<file path="src/sv/arhdr_pkg.sv">
package arhdr_pkg;

  localparam int NAME_SLOTS = 16;
  localparam int RAM_DEPTH  = 2 * NAME_SLOTS;
  localparam int RAM_AW     = $clog2(RAM_DEPTH);
  localparam int OUT_TDATA_W = 168;

  localparam logic [5:0]  LAST_POS      = 6'd59;
  localparam logic [5:0]  MAGIC_POS     = 6'd58;
  localparam logic [7:0]  MAGIC_FIRST   = 8'h60;
  localparam logic [7:0]  MAGIC_SECOND  = 8'h0A;
  localparam logic [7:0]  CH_HASH       = 8'h23;
  localparam logic [7:0]  CH_ONE        = 8'h31;
  localparam logic [7:0]  CH_SLASH      = 8'h2F;
  localparam logic [7:0]  CH_SPACE      = 8'h20;
  localparam logic [7:0]  CH_NUL        = 8'h00;
  localparam logic [7:0]  CH_ZERO       = 8'h30;
  localparam logic [7:0]  CH_SEVEN      = 8'h37;
  localparam logic [7:0]  CH_NINE       = 8'h39;
  localparam logic [16:0] EXT_SAT       = 17'h1FFFF;
  localparam logic [23:0] REG_FILE_BIT  = 24'o0100000;
  localparam logic [15:0] MAX_NAME_RST  = 16'd1024;

  localparam logic [1:0] ST_OK        = 2'd0;
  localparam logic [1:0] ST_BAD_MAGIC = 2'd1;
  localparam logic [1:0] ST_NAME_LONG = 2'd2;
  localparam logic [1:0] ST_NAME_SIZE = 2'd3;

  localparam logic KIND_SUMMARY = 1'b0;
  localparam logic KIND_CHAR    = 1'b1;

  // field_stopped flag bits
  localparam int FS_TIME = 0;
  localparam int FS_UID  = 1;
  localparam int FS_GID  = 2;
  localparam int FS_MODE = 3;
  localparam int FS_SIZE = 4;
  localparam int FS_EXT  = 5;

  typedef struct packed {
    logic              en;
    logic [RAM_AW-1:0] addr;
    logic [7:0]        data;
  } name_wr_t;

  typedef struct packed {
    logic        bank;
    logic [4:0]  nchars;
    logic [1:0]  status;
    logic [39:0] mod_time;
    logic [19:0] owner_id;
    logic [19:0] group_id;
    logic [23:0] file_mode;
    logic [33:0] data_size;
    logic        pad_byte;
    logic        extended_name;
    logic [15:0] name_length;
    logic        last;
  } summary_t;

  typedef struct packed {
    logic        item_kind;
    logic [1:0]  status;
    logic [39:0] mod_time;
    logic [19:0] owner_id;
    logic [19:0] group_id;
    logic [23:0] file_mode;
    logic [33:0] data_size;
    logic        pad_byte;
    logic        extended_name;
    logic [15:0] name_length;
    logic [7:0]  name_char;
    logic        last;
  } item_t;

endpackage

</file>
<file path="src/sv/arhdr_ram.sv">
module arhdr_ram #(
  parameter int WIDTH = 8,
  parameter int DEPTH = 32
) (
  input  logic                     clk,
  input  logic                     wr_en,
  input  logic [$clog2(DEPTH)-1:0] wr_addr,
  input  logic [WIDTH-1:0]         wr_data,
  input  logic [$clog2(DEPTH)-1:0] rd_addr,
  output logic [WIDTH-1:0]         rd_data
);

  logic [WIDTH-1:0] mem [DEPTH];

  always_ff @(posedge clk) begin
    if (wr_en) begin
      mem[wr_addr] <= wr_data;
    end
    rd_data <= mem[rd_addr];
  end

endmodule

</file>
<file path="src/sv/arhdr_parse.sv">
module arhdr_parse import arhdr_pkg::*; (
  input  logic        clk,
  input  logic        rst,
  input  logic        in_valid,
  input  logic        in_start,
  input  logic [7:0]  in_byte,
  input  logic [15:0] max_name_len,
  input  logic        emit_ready,
  output logic        in_take,
  output name_wr_t    name_wr,
  output logic        sum_valid,
  output summary_t    sum
);

  logic [5:0]  pos;
  logic [39:0] time_acc;
  logic [19:0] uid_acc;
  logic [19:0] gid_acc;
  logic [23:0] mode_acc;
  logic [33:0] size_acc;
  logic [16:0] ext_acc;
  logic [5:0]  stopped;
  logic [4:0]  short_len;
  logic [2:0]  marker;
  logic        magic_ok;
  logic        wbank;

  // header_start clears state before the byte is taken
  logic [5:0]  pos_e;
  logic [39:0] time_e;
  logic [19:0] uid_e;
  logic [19:0] gid_e;
  logic [23:0] mode_e;
  logic [33:0] size_e;
  logic [16:0] ext_e;
  logic [5:0]  stopped_e;
  logic [4:0]  short_len_e;
  logic [2:0]  marker_e;
  logic        magic_e;

  logic [39:0] time_next;
  logic [19:0] uid_next;
  logic [19:0] gid_next;
  logic [23:0] mode_next;
  logic [33:0] size_next;
  logic [16:0] ext_next;
  logic [5:0]  stopped_next;
  logic [4:0]  short_len_next;
  logic [2:0]  marker_next;
  logic        magic_next;

  logic        is_dec;
  logic        is_oct;
  logic [3:0]  dig;
  logic [20:0] ext_sum;
  logic        finish;
  logic        bad_magic;
  logic        is_ext;
  logic        too_long;
  logic        over_size;

  always_comb begin
    pos_e       = in_start ? 6'd0   : pos;
    time_e      = in_start ? 40'd0  : time_acc;
    uid_e       = in_start ? 20'd0  : uid_acc;
    gid_e       = in_start ? 20'd0  : gid_acc;
    mode_e      = in_start ? 24'd0  : mode_acc;
    size_e      = in_start ? 34'd0  : size_acc;
    ext_e       = in_start ? 17'd0  : ext_acc;
    stopped_e   = in_start ? 6'd0   : stopped;
    short_len_e = in_start ? 5'd0   : short_len;
    marker_e    = in_start ? 3'd0   : marker;
    magic_e     = in_start ? 1'b0   : magic_ok;

    is_dec = (in_byte >= CH_ZERO) && (in_byte <= CH_NINE);
    is_oct = (in_byte >= CH_ZERO) && (in_byte <= CH_SEVEN);
    dig    = in_byte[3:0];

    finish  = (pos_e == LAST_POS);
    in_take = in_valid && !(finish && !emit_ready);

    time_next      = time_e;
    uid_next       = uid_e;
    gid_next       = gid_e;
    mode_next      = mode_e;
    size_next      = size_e;
    ext_next       = ext_e;
    stopped_next   = stopped_e;
    short_len_next = short_len_e;
    marker_next    = marker_e;
    magic_next     = magic_e;
    ext_sum        = {1'b0, ext_e, 3'b000} + {3'b000, ext_e, 1'b0} + {17'd0, dig};

    name_wr.en   = 1'b0;
    name_wr.addr = {wbank, pos_e[3:0]};
    name_wr.data = in_byte;

    if (pos_e < 6'd16) begin
      if (short_len_e == {1'b0, pos_e[3:0]} && in_byte != CH_SPACE &&
          in_byte != CH_SLASH && in_byte != CH_NUL) begin
        name_wr.en     = in_take;
        short_len_next = short_len_e + 5'd1;
      end
      if (pos_e == 6'd0 && in_byte == CH_HASH)  marker_next[0] = 1'b1;
      if (pos_e == 6'd1 && in_byte == CH_ONE)   marker_next[1] = 1'b1;
      if (pos_e == 6'd2 && in_byte == CH_SLASH) marker_next[2] = 1'b1;
      if (pos_e >= 6'd3 && !stopped_e[FS_EXT]) begin
        if (is_dec) begin
          ext_next = (ext_sum > {4'd0, EXT_SAT}) ? EXT_SAT : ext_sum[16:0];
        end else begin
          stopped_next[FS_EXT] = 1'b1;
        end
      end
    end else if (pos_e < 6'd28) begin
      if (!stopped_e[FS_TIME]) begin
        if (is_dec) time_next = {time_e[36:0], 3'b000} + {time_e[38:0], 1'b0} + {36'd0, dig};
        else        stopped_next[FS_TIME] = 1'b1;
      end
    end else if (pos_e < 6'd34) begin
      if (!stopped_e[FS_UID]) begin
        if (is_dec) uid_next = {uid_e[16:0], 3'b000} + {uid_e[18:0], 1'b0} + {16'd0, dig};
        else        stopped_next[FS_UID] = 1'b1;
      end
    end else if (pos_e < 6'd40) begin
      if (!stopped_e[FS_GID]) begin
        if (is_dec) gid_next = {gid_e[16:0], 3'b000} + {gid_e[18:0], 1'b0} + {16'd0, dig};
        else        stopped_next[FS_GID] = 1'b1;
      end
    end else if (pos_e < 6'd48) begin
      if (!stopped_e[FS_MODE]) begin
        if (is_oct) mode_next = {mode_e[20:0], dig[2:0]};
        else        stopped_next[FS_MODE] = 1'b1;
      end
    end else if (pos_e < 6'd58) begin
      if (!stopped_e[FS_SIZE]) begin
        if (is_dec) size_next = {size_e[30:0], 3'b000} + {size_e[32:0], 1'b0} + {30'd0, dig};
        else        stopped_next[FS_SIZE] = 1'b1;
      end
    end else if (pos_e == MAGIC_POS) begin
      magic_next = (in_byte == MAGIC_FIRST);
    end

    bad_magic = !(magic_e && in_byte == MAGIC_SECOND);
    is_ext    = (marker_e == 3'b111);
    too_long  = is_ext && (ext_e > {1'b0, max_name_len});
    over_size = ({17'd0, ext_e} > size_e);

    sum_valid         = in_take && finish;
    sum.bank          = wbank;
    sum.nchars        = 5'd0;
    sum.status        = ST_OK;
    sum.mod_time      = time_e;
    sum.owner_id      = uid_e;
    sum.group_id      = gid_e;
    sum.file_mode     = mode_e | REG_FILE_BIT;
    sum.data_size     = size_e;
    sum.pad_byte      = size_e[0];
    sum.extended_name = 1'b0;
    sum.name_length   = {11'd0, short_len_e};
    sum.last          = 1'b1;
    if (bad_magic || too_long) begin
      sum        = '0;
      sum.bank   = wbank;
      sum.status = bad_magic ? ST_BAD_MAGIC : ST_NAME_LONG;
      sum.last   = 1'b1;
    end else if (is_ext) begin
      sum.extended_name = 1'b1;
      sum.name_length   = ext_e[15:0];
      if (over_size) begin
        sum.status    = ST_NAME_SIZE;
        sum.data_size = 34'd0;
      end else begin
        sum.data_size = size_e - {17'd0, ext_e};
      end
    end else begin
      sum.nchars = short_len_e;
      sum.last   = (short_len_e == 5'd0);
    end
  end

  always_ff @(posedge clk) begin
    if (rst) begin
      pos       <= '0;
      time_acc  <= '0;
      uid_acc   <= '0;
      gid_acc   <= '0;
      mode_acc  <= '0;
      size_acc  <= '0;
      ext_acc   <= '0;
      stopped   <= '0;
      short_len <= '0;
      marker    <= '0;
      magic_ok  <= 1'b0;
      wbank     <= 1'b0;
    end else if (in_take) begin
      if (finish) begin
        // header done: clear and move name writes to the other bank
        pos       <= '0;
        time_acc  <= '0;
        uid_acc   <= '0;
        gid_acc   <= '0;
        mode_acc  <= '0;
        size_acc  <= '0;
        ext_acc   <= '0;
        stopped   <= '0;
        short_len <= '0;
        marker    <= '0;
        magic_ok  <= 1'b0;
        wbank     <= !wbank;
      end else begin
        pos       <= pos_e + 6'd1;
        time_acc  <= time_next;
        uid_acc   <= uid_next;
        gid_acc   <= gid_next;
        mode_acc  <= mode_next;
        size_acc  <= size_next;
        ext_acc   <= ext_next;
        stopped   <= stopped_next;
        short_len <= short_len_next;
        marker    <= marker_next;
        magic_ok  <= magic_next;
      end
    end
  end

endmodule

</file>
<file path="src/sv/arhdr_emit.sv">
module arhdr_emit import arhdr_pkg::*; (
  input  logic              clk,
  input  logic              rst,
  input  logic              sum_valid,
  input  summary_t          sum,
  output logic              emit_ready,
  output logic [RAM_AW-1:0] rd_addr,
  input  logic [7:0]        rd_data,
  output logic              out_valid,
  input  logic              out_ready,
  output item_t             out_item
);

  summary_t   sum_q;
  logic       busy;
  logic       sum_pend;
  logic       fetched;
  logic [3:0] idx;
  logic       out_free;
  logic       load_sum;
  logic       load_char;
  logic       char_last;
  item_t      sum_item;
  item_t      char_item;

  assign emit_ready = !busy;
  assign rd_addr    = {sum_q.bank, idx};
  assign out_free   = !out_valid || out_ready;
  assign load_sum   = busy && sum_pend && out_free;
  assign load_char  = busy && !sum_pend && fetched && out_free;
  assign char_last  = ({1'b0, idx} + 5'd1 == sum_q.nchars);

  always_comb begin
    sum_item               = '0;
    sum_item.item_kind     = KIND_SUMMARY;
    sum_item.status        = sum_q.status;
    sum_item.mod_time      = sum_q.mod_time;
    sum_item.owner_id      = sum_q.owner_id;
    sum_item.group_id      = sum_q.group_id;
    sum_item.file_mode     = sum_q.file_mode;
    sum_item.data_size     = sum_q.data_size;
    sum_item.pad_byte      = sum_q.pad_byte;
    sum_item.extended_name = sum_q.extended_name;
    sum_item.name_length   = sum_q.name_length;
    sum_item.last          = sum_q.last;

    char_item           = '0;
    char_item.item_kind = KIND_CHAR;
    char_item.name_char = rd_data;
    char_item.last      = char_last;
  end

  always_ff @(posedge clk) begin
    if (rst) begin
      busy      <= 1'b0;
      sum_pend  <= 1'b0;
      fetched   <= 1'b0;
      idx       <= '0;
      out_valid <= 1'b0;
    end else begin
      if (sum_valid && !busy) begin
        busy     <= 1'b1;
        sum_pend <= 1'b1;
      end
      if (load_sum) begin
        sum_pend  <= 1'b0;
        idx       <= '0;
        fetched   <= 1'b0;
        out_valid <= 1'b1;
        if (sum_q.nchars == 5'd0) busy <= 1'b0;
      end else if (load_char) begin
        idx       <= idx + 4'd1;
        fetched   <= 1'b0;
        out_valid <= 1'b1;
        if (char_last) busy <= 1'b0;
      end else begin
        // read address held since the last load: RAM data is now valid
        fetched <= 1'b1;
        if (out_ready) out_valid <= 1'b0;
      end
    end
  end

  always_ff @(posedge clk) begin
    if (sum_valid && !busy) begin
      sum_q <= sum;
    end
    if (load_sum) begin
      out_item <= sum_item;
    end else if (load_char) begin
      out_item <= char_item;
    end
  end

endmodule

</file>
<file path="src/sv/ar_archive_header_parser_core.sv">
// Path: after the header's last byte is accepted, the summary item passes the input byte,
// summary and output registers; each short-name character is loaded once its name-store
// read data is valid. Throughput: one input byte per cycle; the input stalls only if a
// header ends while the previous header's items are being sent (name store read port).
// Reset (rst, synchronous): byte position to 0, all parse state cleared,
// max_name_length to 1024, both channels empty.
module ar_archive_header_parser_core import arhdr_pkg::*; (
  input  logic                   clk,
  input  logic                   rst,
  input  logic                   s_axis_tvalid,
  output logic                   s_axis_tready,
  input  logic [7:0]             s_axis_tdata,   // [7:0] data_byte
  input  logic                   s_axis_tuser,   // header_start
  output logic                   m_axis_tvalid,
  input  logic                   m_axis_tready,
  // [1:0] status, [41:2] mod_time, [61:42] owner_id, [81:62] group_id,
  // [105:82] file_mode, [139:106] data_size, [140] pad_byte, [141] extended_name,
  // [157:142] name_length, [165:158] name_char, [167:166] zero
  output logic [OUT_TDATA_W-1:0] m_axis_tdata,
  output logic                   m_axis_tuser,   // item_kind
  output logic                   m_axis_tlast,   // last
  input  logic                   cfg_wr_en,
  input  logic [15:0]            cfg_wr_data
);

  logic              in_valid;
  logic              in_start;
  logic [7:0]        in_byte;
  logic [15:0]       max_name_len;
  logic              in_take;
  logic              emit_ready;
  logic              sum_valid;
  summary_t          sum;
  name_wr_t          name_wr;
  logic [RAM_AW-1:0] rd_addr;
  logic [7:0]        rd_data;
  item_t             out_item;

  assign s_axis_tready = !in_valid || in_take;

  always_ff @(posedge clk) begin
    if (rst) begin
      in_valid     <= 1'b0;
      max_name_len <= MAX_NAME_RST;
    end else begin
      if (s_axis_tready) in_valid <= s_axis_tvalid;
      if (cfg_wr_en) max_name_len <= cfg_wr_data;
    end
  end

  always_ff @(posedge clk) begin
    if (s_axis_tready && s_axis_tvalid) begin
      in_start <= s_axis_tuser;
      in_byte  <= s_axis_tdata;
    end
  end

  arhdr_parse u_parse (
    .clk          (clk),
    .rst          (rst),
    .in_valid     (in_valid),
    .in_start     (in_start),
    .in_byte      (in_byte),
    .max_name_len (max_name_len),
    .emit_ready   (emit_ready),
    .in_take      (in_take),
    .name_wr      (name_wr),
    .sum_valid    (sum_valid),
    .sum          (sum)
  );

  arhdr_ram #(
    .WIDTH (8),
    .DEPTH (RAM_DEPTH)
  ) u_name_ram (
    .clk     (clk),
    .wr_en   (name_wr.en),
    .wr_addr (name_wr.addr),
    .wr_data (name_wr.data),
    .rd_addr (rd_addr),
    .rd_data (rd_data)
  );

  arhdr_emit u_emit (
    .clk        (clk),
    .rst        (rst),
    .sum_valid  (sum_valid),
    .sum        (sum),
    .emit_ready (emit_ready),
    .rd_addr    (rd_addr),
    .rd_data    (rd_data),
    .out_valid  (m_axis_tvalid),
    .out_ready  (m_axis_tready),
    .out_item   (out_item)
  );

  assign m_axis_tuser = out_item.item_kind;
  assign m_axis_tlast = out_item.last;
  assign m_axis_tdata = {2'b00, out_item.name_char, out_item.name_length,
                         out_item.extended_name, out_item.pad_byte, out_item.data_size,
                         out_item.file_mode, out_item.group_id, out_item.owner_id,
                         out_item.mod_time, out_item.status};

endmodule

</file>
<file path="config.mk">
export PLATFORM = sky130hd
export DESIGN_NAME = ar_archive_header_parser_core
export DESIGN_NICKNAME = d
export VERILOG_FILES = /design/src/sv/arhdr_pkg.sv /design/src/sv/arhdr_ram.sv /design/src/sv/arhdr_parse.sv /design/src/sv/arhdr_emit.sv /design/src/sv/ar_archive_header_parser_core.sv
export SDC_FILE = /design/constraint.sdc
export NUM_CORES = 2
export LEC_CHECK = 0
export ABC_AREA = 0
export BUFFER_PORTS_ARGS = -buffer_cell sky130_fd_sc_hd__buf_4
export CORE_MARGIN = 5
export CORE_UTILIZATION = 63
export CTS_BUF_LIST = sky130_fd_sc_hd__clkbuf_8
export DETAILED_ROUTE_END_ITERATION = 8
export GPL_TIMING_DRIVEN = 0
export PLACE_DENSITY = 0.82
export SLEW_MARGIN = 20
export SYNTH_ARGS = -nofsm -noshare
export SYNTH_HDL_FRONTEND = slang
export SYNTH_SLANG_ARGS = --single-unit
</file>
<file path="constraint.sdc">
create_clock -name clk -period 12.91 [get_ports clk]
set_input_delay 1.291 -clock clk [delete_from_list [all_inputs] [get_ports clk]]
set_output_delay 1.291 -clock clk [all_outputs]
set_load 0.02 [all_outputs]
</file>
==> results.yml <==
clocking:
  cts_root_buf: "clkbuf_8"
  cts_buffers: 130
  clock_sinks: 808
  clock_latency_ns: 0.79
  cts_tree: "built"
  postCtsSetupBuffers: 0
  clkTransAtPathRegs_ns: 0.06
  ctsHoldBuffers: 0
  cts.path.max_buffers: 3
  post_cts_resized: 0
  htreeDepth: 4
drt:
  drc: 0
  viasPerCell: 6.25
  wire_per_inst_um: 22.9
  num_vias: 30195
  ant_nets: 0
  drt_iter0_markers: 3439
  firstDrtPassIters: 8
  routed_wl_um: 111000
grt:
  grt-ovfl-total: 0
  grt_pass1_vias: 29183
  antenna_found_initial: 4
  use_met1_pct: 40.4
  track_usage_pct: 30.8
  grt_pass1_wl_um: 168000
  use_met3_pct: 7.92
  grt_use_met2_pct: 48.4
  grt_max_degree: 58
  grt_most_used_layer: "met2"
synth:
  ys.flop_type: "edfxtp_1"
  synth_area_leaders: "edfxtp_1, dfxtp_1, ha_1, mux4_2, and2_1"
  synth_edf_count: 589
  syn_area_um2: 40800
  ys_seq_area_share_pct: 54.1
  synth_cell_types: 91
  yosysTopAreaCell: "edfxtp_1"
  async_flop_share_pct: 0
  syn-instance-count: 3524
  yosys.area.top_type_share_pct: 43.4
  ys_warn_count: 0
  synth.avg_cell_area_um2: 11.6
  ys_ff_latch: 808
layout:
  fin_cells: 4835
  final_common_cell: "edfxtp_1"
  multiInputGateArea_um2: 17600
  seq_area_um2: 22100
  fillers: 4383
  layout_common_cells: "edfxtp_1, nor2_1, ha_1, and2_1, nand2_1"
  syn_to_final_growth_pct: 13.5
  layout-drive-gt1-share_pct: 13.6
  nets: 4190
sta:
  setup_violations: 0
  finClkSkew_ns: 0.0350
  fin_crit_ns: 7.97
  rsz0062_at_grt: "no"
  tightestPinTransition_ns: 1.31
  fmax_mhz: 125
  hold_viol_final: 0
  tns_ns: 0
  finalMaxSlewViolations: 0
  relSlewSlack_pct: 11.9
  timing.hold.ws_ns: 0.438
  min_period_over_period_pct: 61.7
flow_run:
  max-cap-violations: 0
status:
  outcome: "completed"
floorplanning:
  core_um2: 64200
  num_rows: 93
  die_width_um: 264
  start_util_pct: 63.5
  dieArea_um2: 69900
  die_h_um: 264
  io-pin-count: 202
setup_path:
  criticalPathCategory: "flop to flop"
  crit_path_end_kind: "flop"
  slowest_stage: "clkbuf_1"
  cp.arrival_ns: 8.47
  cp_top_family: "buffers and inverters"
  max_stage_delay_ns: 0.95
  start_kind: "flop"
  crit_path_max_fanout: 10
  worstPathCellList: "buf_2 -> buf_2 -> buf_2 -> clkbuf_1 -> clkbuf_1 -> clkbuf_1 -> nor2b_1 -> ha_1 -> nor2b_1 -> o21ai_0 -> a21boi_1 -> o211ai_1 -> a21o_1 -> a211o_1 -> nand2_1 -> a2111oi_1 -> o211ai_1 -> a21oi_1"
  path_buf_inv: 6
  required_ns: 13.41
worst_hold_path:
  holdCritPathClass: "flop to flop"
placement:
  portBuffers: 198
  placed_cells: 4591
  dp_hpwl_um: 79300
  gp_congestion: 0.967
power:
  ir_drop_mv: 0.103
  power_density_nw_per_um2: 111
  p_leak_nw: 19.0
## path summary, 6_finish.rpt
kind                                 start                           endpoint  slack (ns)  cells after the start
max                     in_start$_DFFE_PP_  u_emit.sum_item[60]$_SDFFCE_PN0P_        4.94                     18
min          u_name_ram.rd_data[4]$_DFF_P_    u_emit.out_item[5]$_SDFFE_PP0P_        0.44                      2
max reg2reg             in_start$_DFFE_PP_  u_emit.sum_item[60]$_SDFFCE_PN0P_        4.94                     18
min reg2reg  u_name_ram.rd_data[4]$_DFF_P_    u_emit.out_item[5]$_SDFFE_PP0P_        0.44                      2
## Yosys cell counts (18+ instances only)
cell type / number
o21a_1: 27
or3_1: 20
nor4_1: 19
xnor2_1: 87
ha_1: 277
clkbuf_1: 125
nor2b_1: 113
dfxtp_1: 219
nand2_1: 242
nand3_1: 38
mux2i_1: 19
edfxtp_1: 589
and3_1: 24
buf_2: 18
a31oi_1: 25
nor2_1: 350
o211ai_1: 18
and2_1: 253
mux4_2: 80
nor3_1: 60
a22oi_1: 95
nand4_1: 23
o21ai_0: 118
a21oi_1: 167
inv_1: 119
xor2_1: 45
a21o_1: 78
## stage by stage
stage / util, % / setup slack [ns] / area [um2] / power [mW]
2_1_floorplan: - / 5.16 / 40800 / 2.92
3_3_place_gp: 67.5 / 1.28 / 43300 / 2.98
3_5_place_dp: 67.9 / 5.55 / 43600 / 2.99
4_1_cts: 71.9 / 5.54 / 46200 / 5.15
5_1_grt: 72.1 / 4.99 / 46300 / 5.30
6_report: 72.1 / 4.94 / 46300 / 5.15
## per-layer routing
metal  part of all wire, %  up-vias
li1                      -    13670
met1                    38    14324
met2                    45     1781
met3                    11      414
met4                   5.6        6
met5                 0.033        -
## layout make-up
class                   count  area share, %
diodes                      1        0.00541
plain buffers             162           1.43
clock buffers             139           4.13
clock inverters            99           1.40
inverters                 121          0.981
multi-input cells        2434           38.1
flip-flops and latches    808           47.7
well taps                 855           2.31
repair buffers            216           3.96
## flip-flops by register name, indices dropped and copies added, names as in the netlist, 3 cells and up
name and count:
u_parse.uid_acc 20, u_emit.idx 4, u_emit.sum_q 5, u_parse.ext_acc 17, u_parse.gid_acc 20, u_parse.size_acc 34, max_name_len 16, u_emit.out_item 168
u_parse.time_acc 40, u_parse.pos 6, u_parse.marker 3, u_parse.mode_acc 24, u_emit.sum_item 159, u_parse.short_len 5, u_name_ram.mem 256, u_parse.stopped 6
in_byte 8, u_name_ram.rd_data 8
## worst register-to-register path: cells and delay by family (launching register included)
kind | cells | cell delay (ns)
AO/OA/AOI/OAI | 8 | 2.64
adder cells (fa/ha/maj) | 1 | 0.38
buffers and inverters | 6 | 3.47
flip-flops | 1 | 0.55
AND/OR/NAND/NOR | 3 | 0.63
## logic make-up (layout without fill, tap and decap cells)
family          after synthesis  count (layout)  share of synthesized area [%]
fa+ha+maj                   288             288                           9.01
other cells                   1               3                        0.00920
buf+inv                     283             737                           2.72
flops                       808             808                           54.1
simple gates               1205            1205                           14.7
mux                         107             107                           5.11
xor+xnor                    132             132                           2.83
compound gates              700             700                           11.4
## where the power goes
| part | internal (mW) | switching [mW] | leakage (nW) |
|---|---|---|---|
| combinational | 0.0403 | 0.115 | 9.97 |
| clock | 1.13 | 1.06 | 1.46 |
| sequential | 2.78 | 0.0164 | 7.52 |
Power figures use the tool's default switching activity.
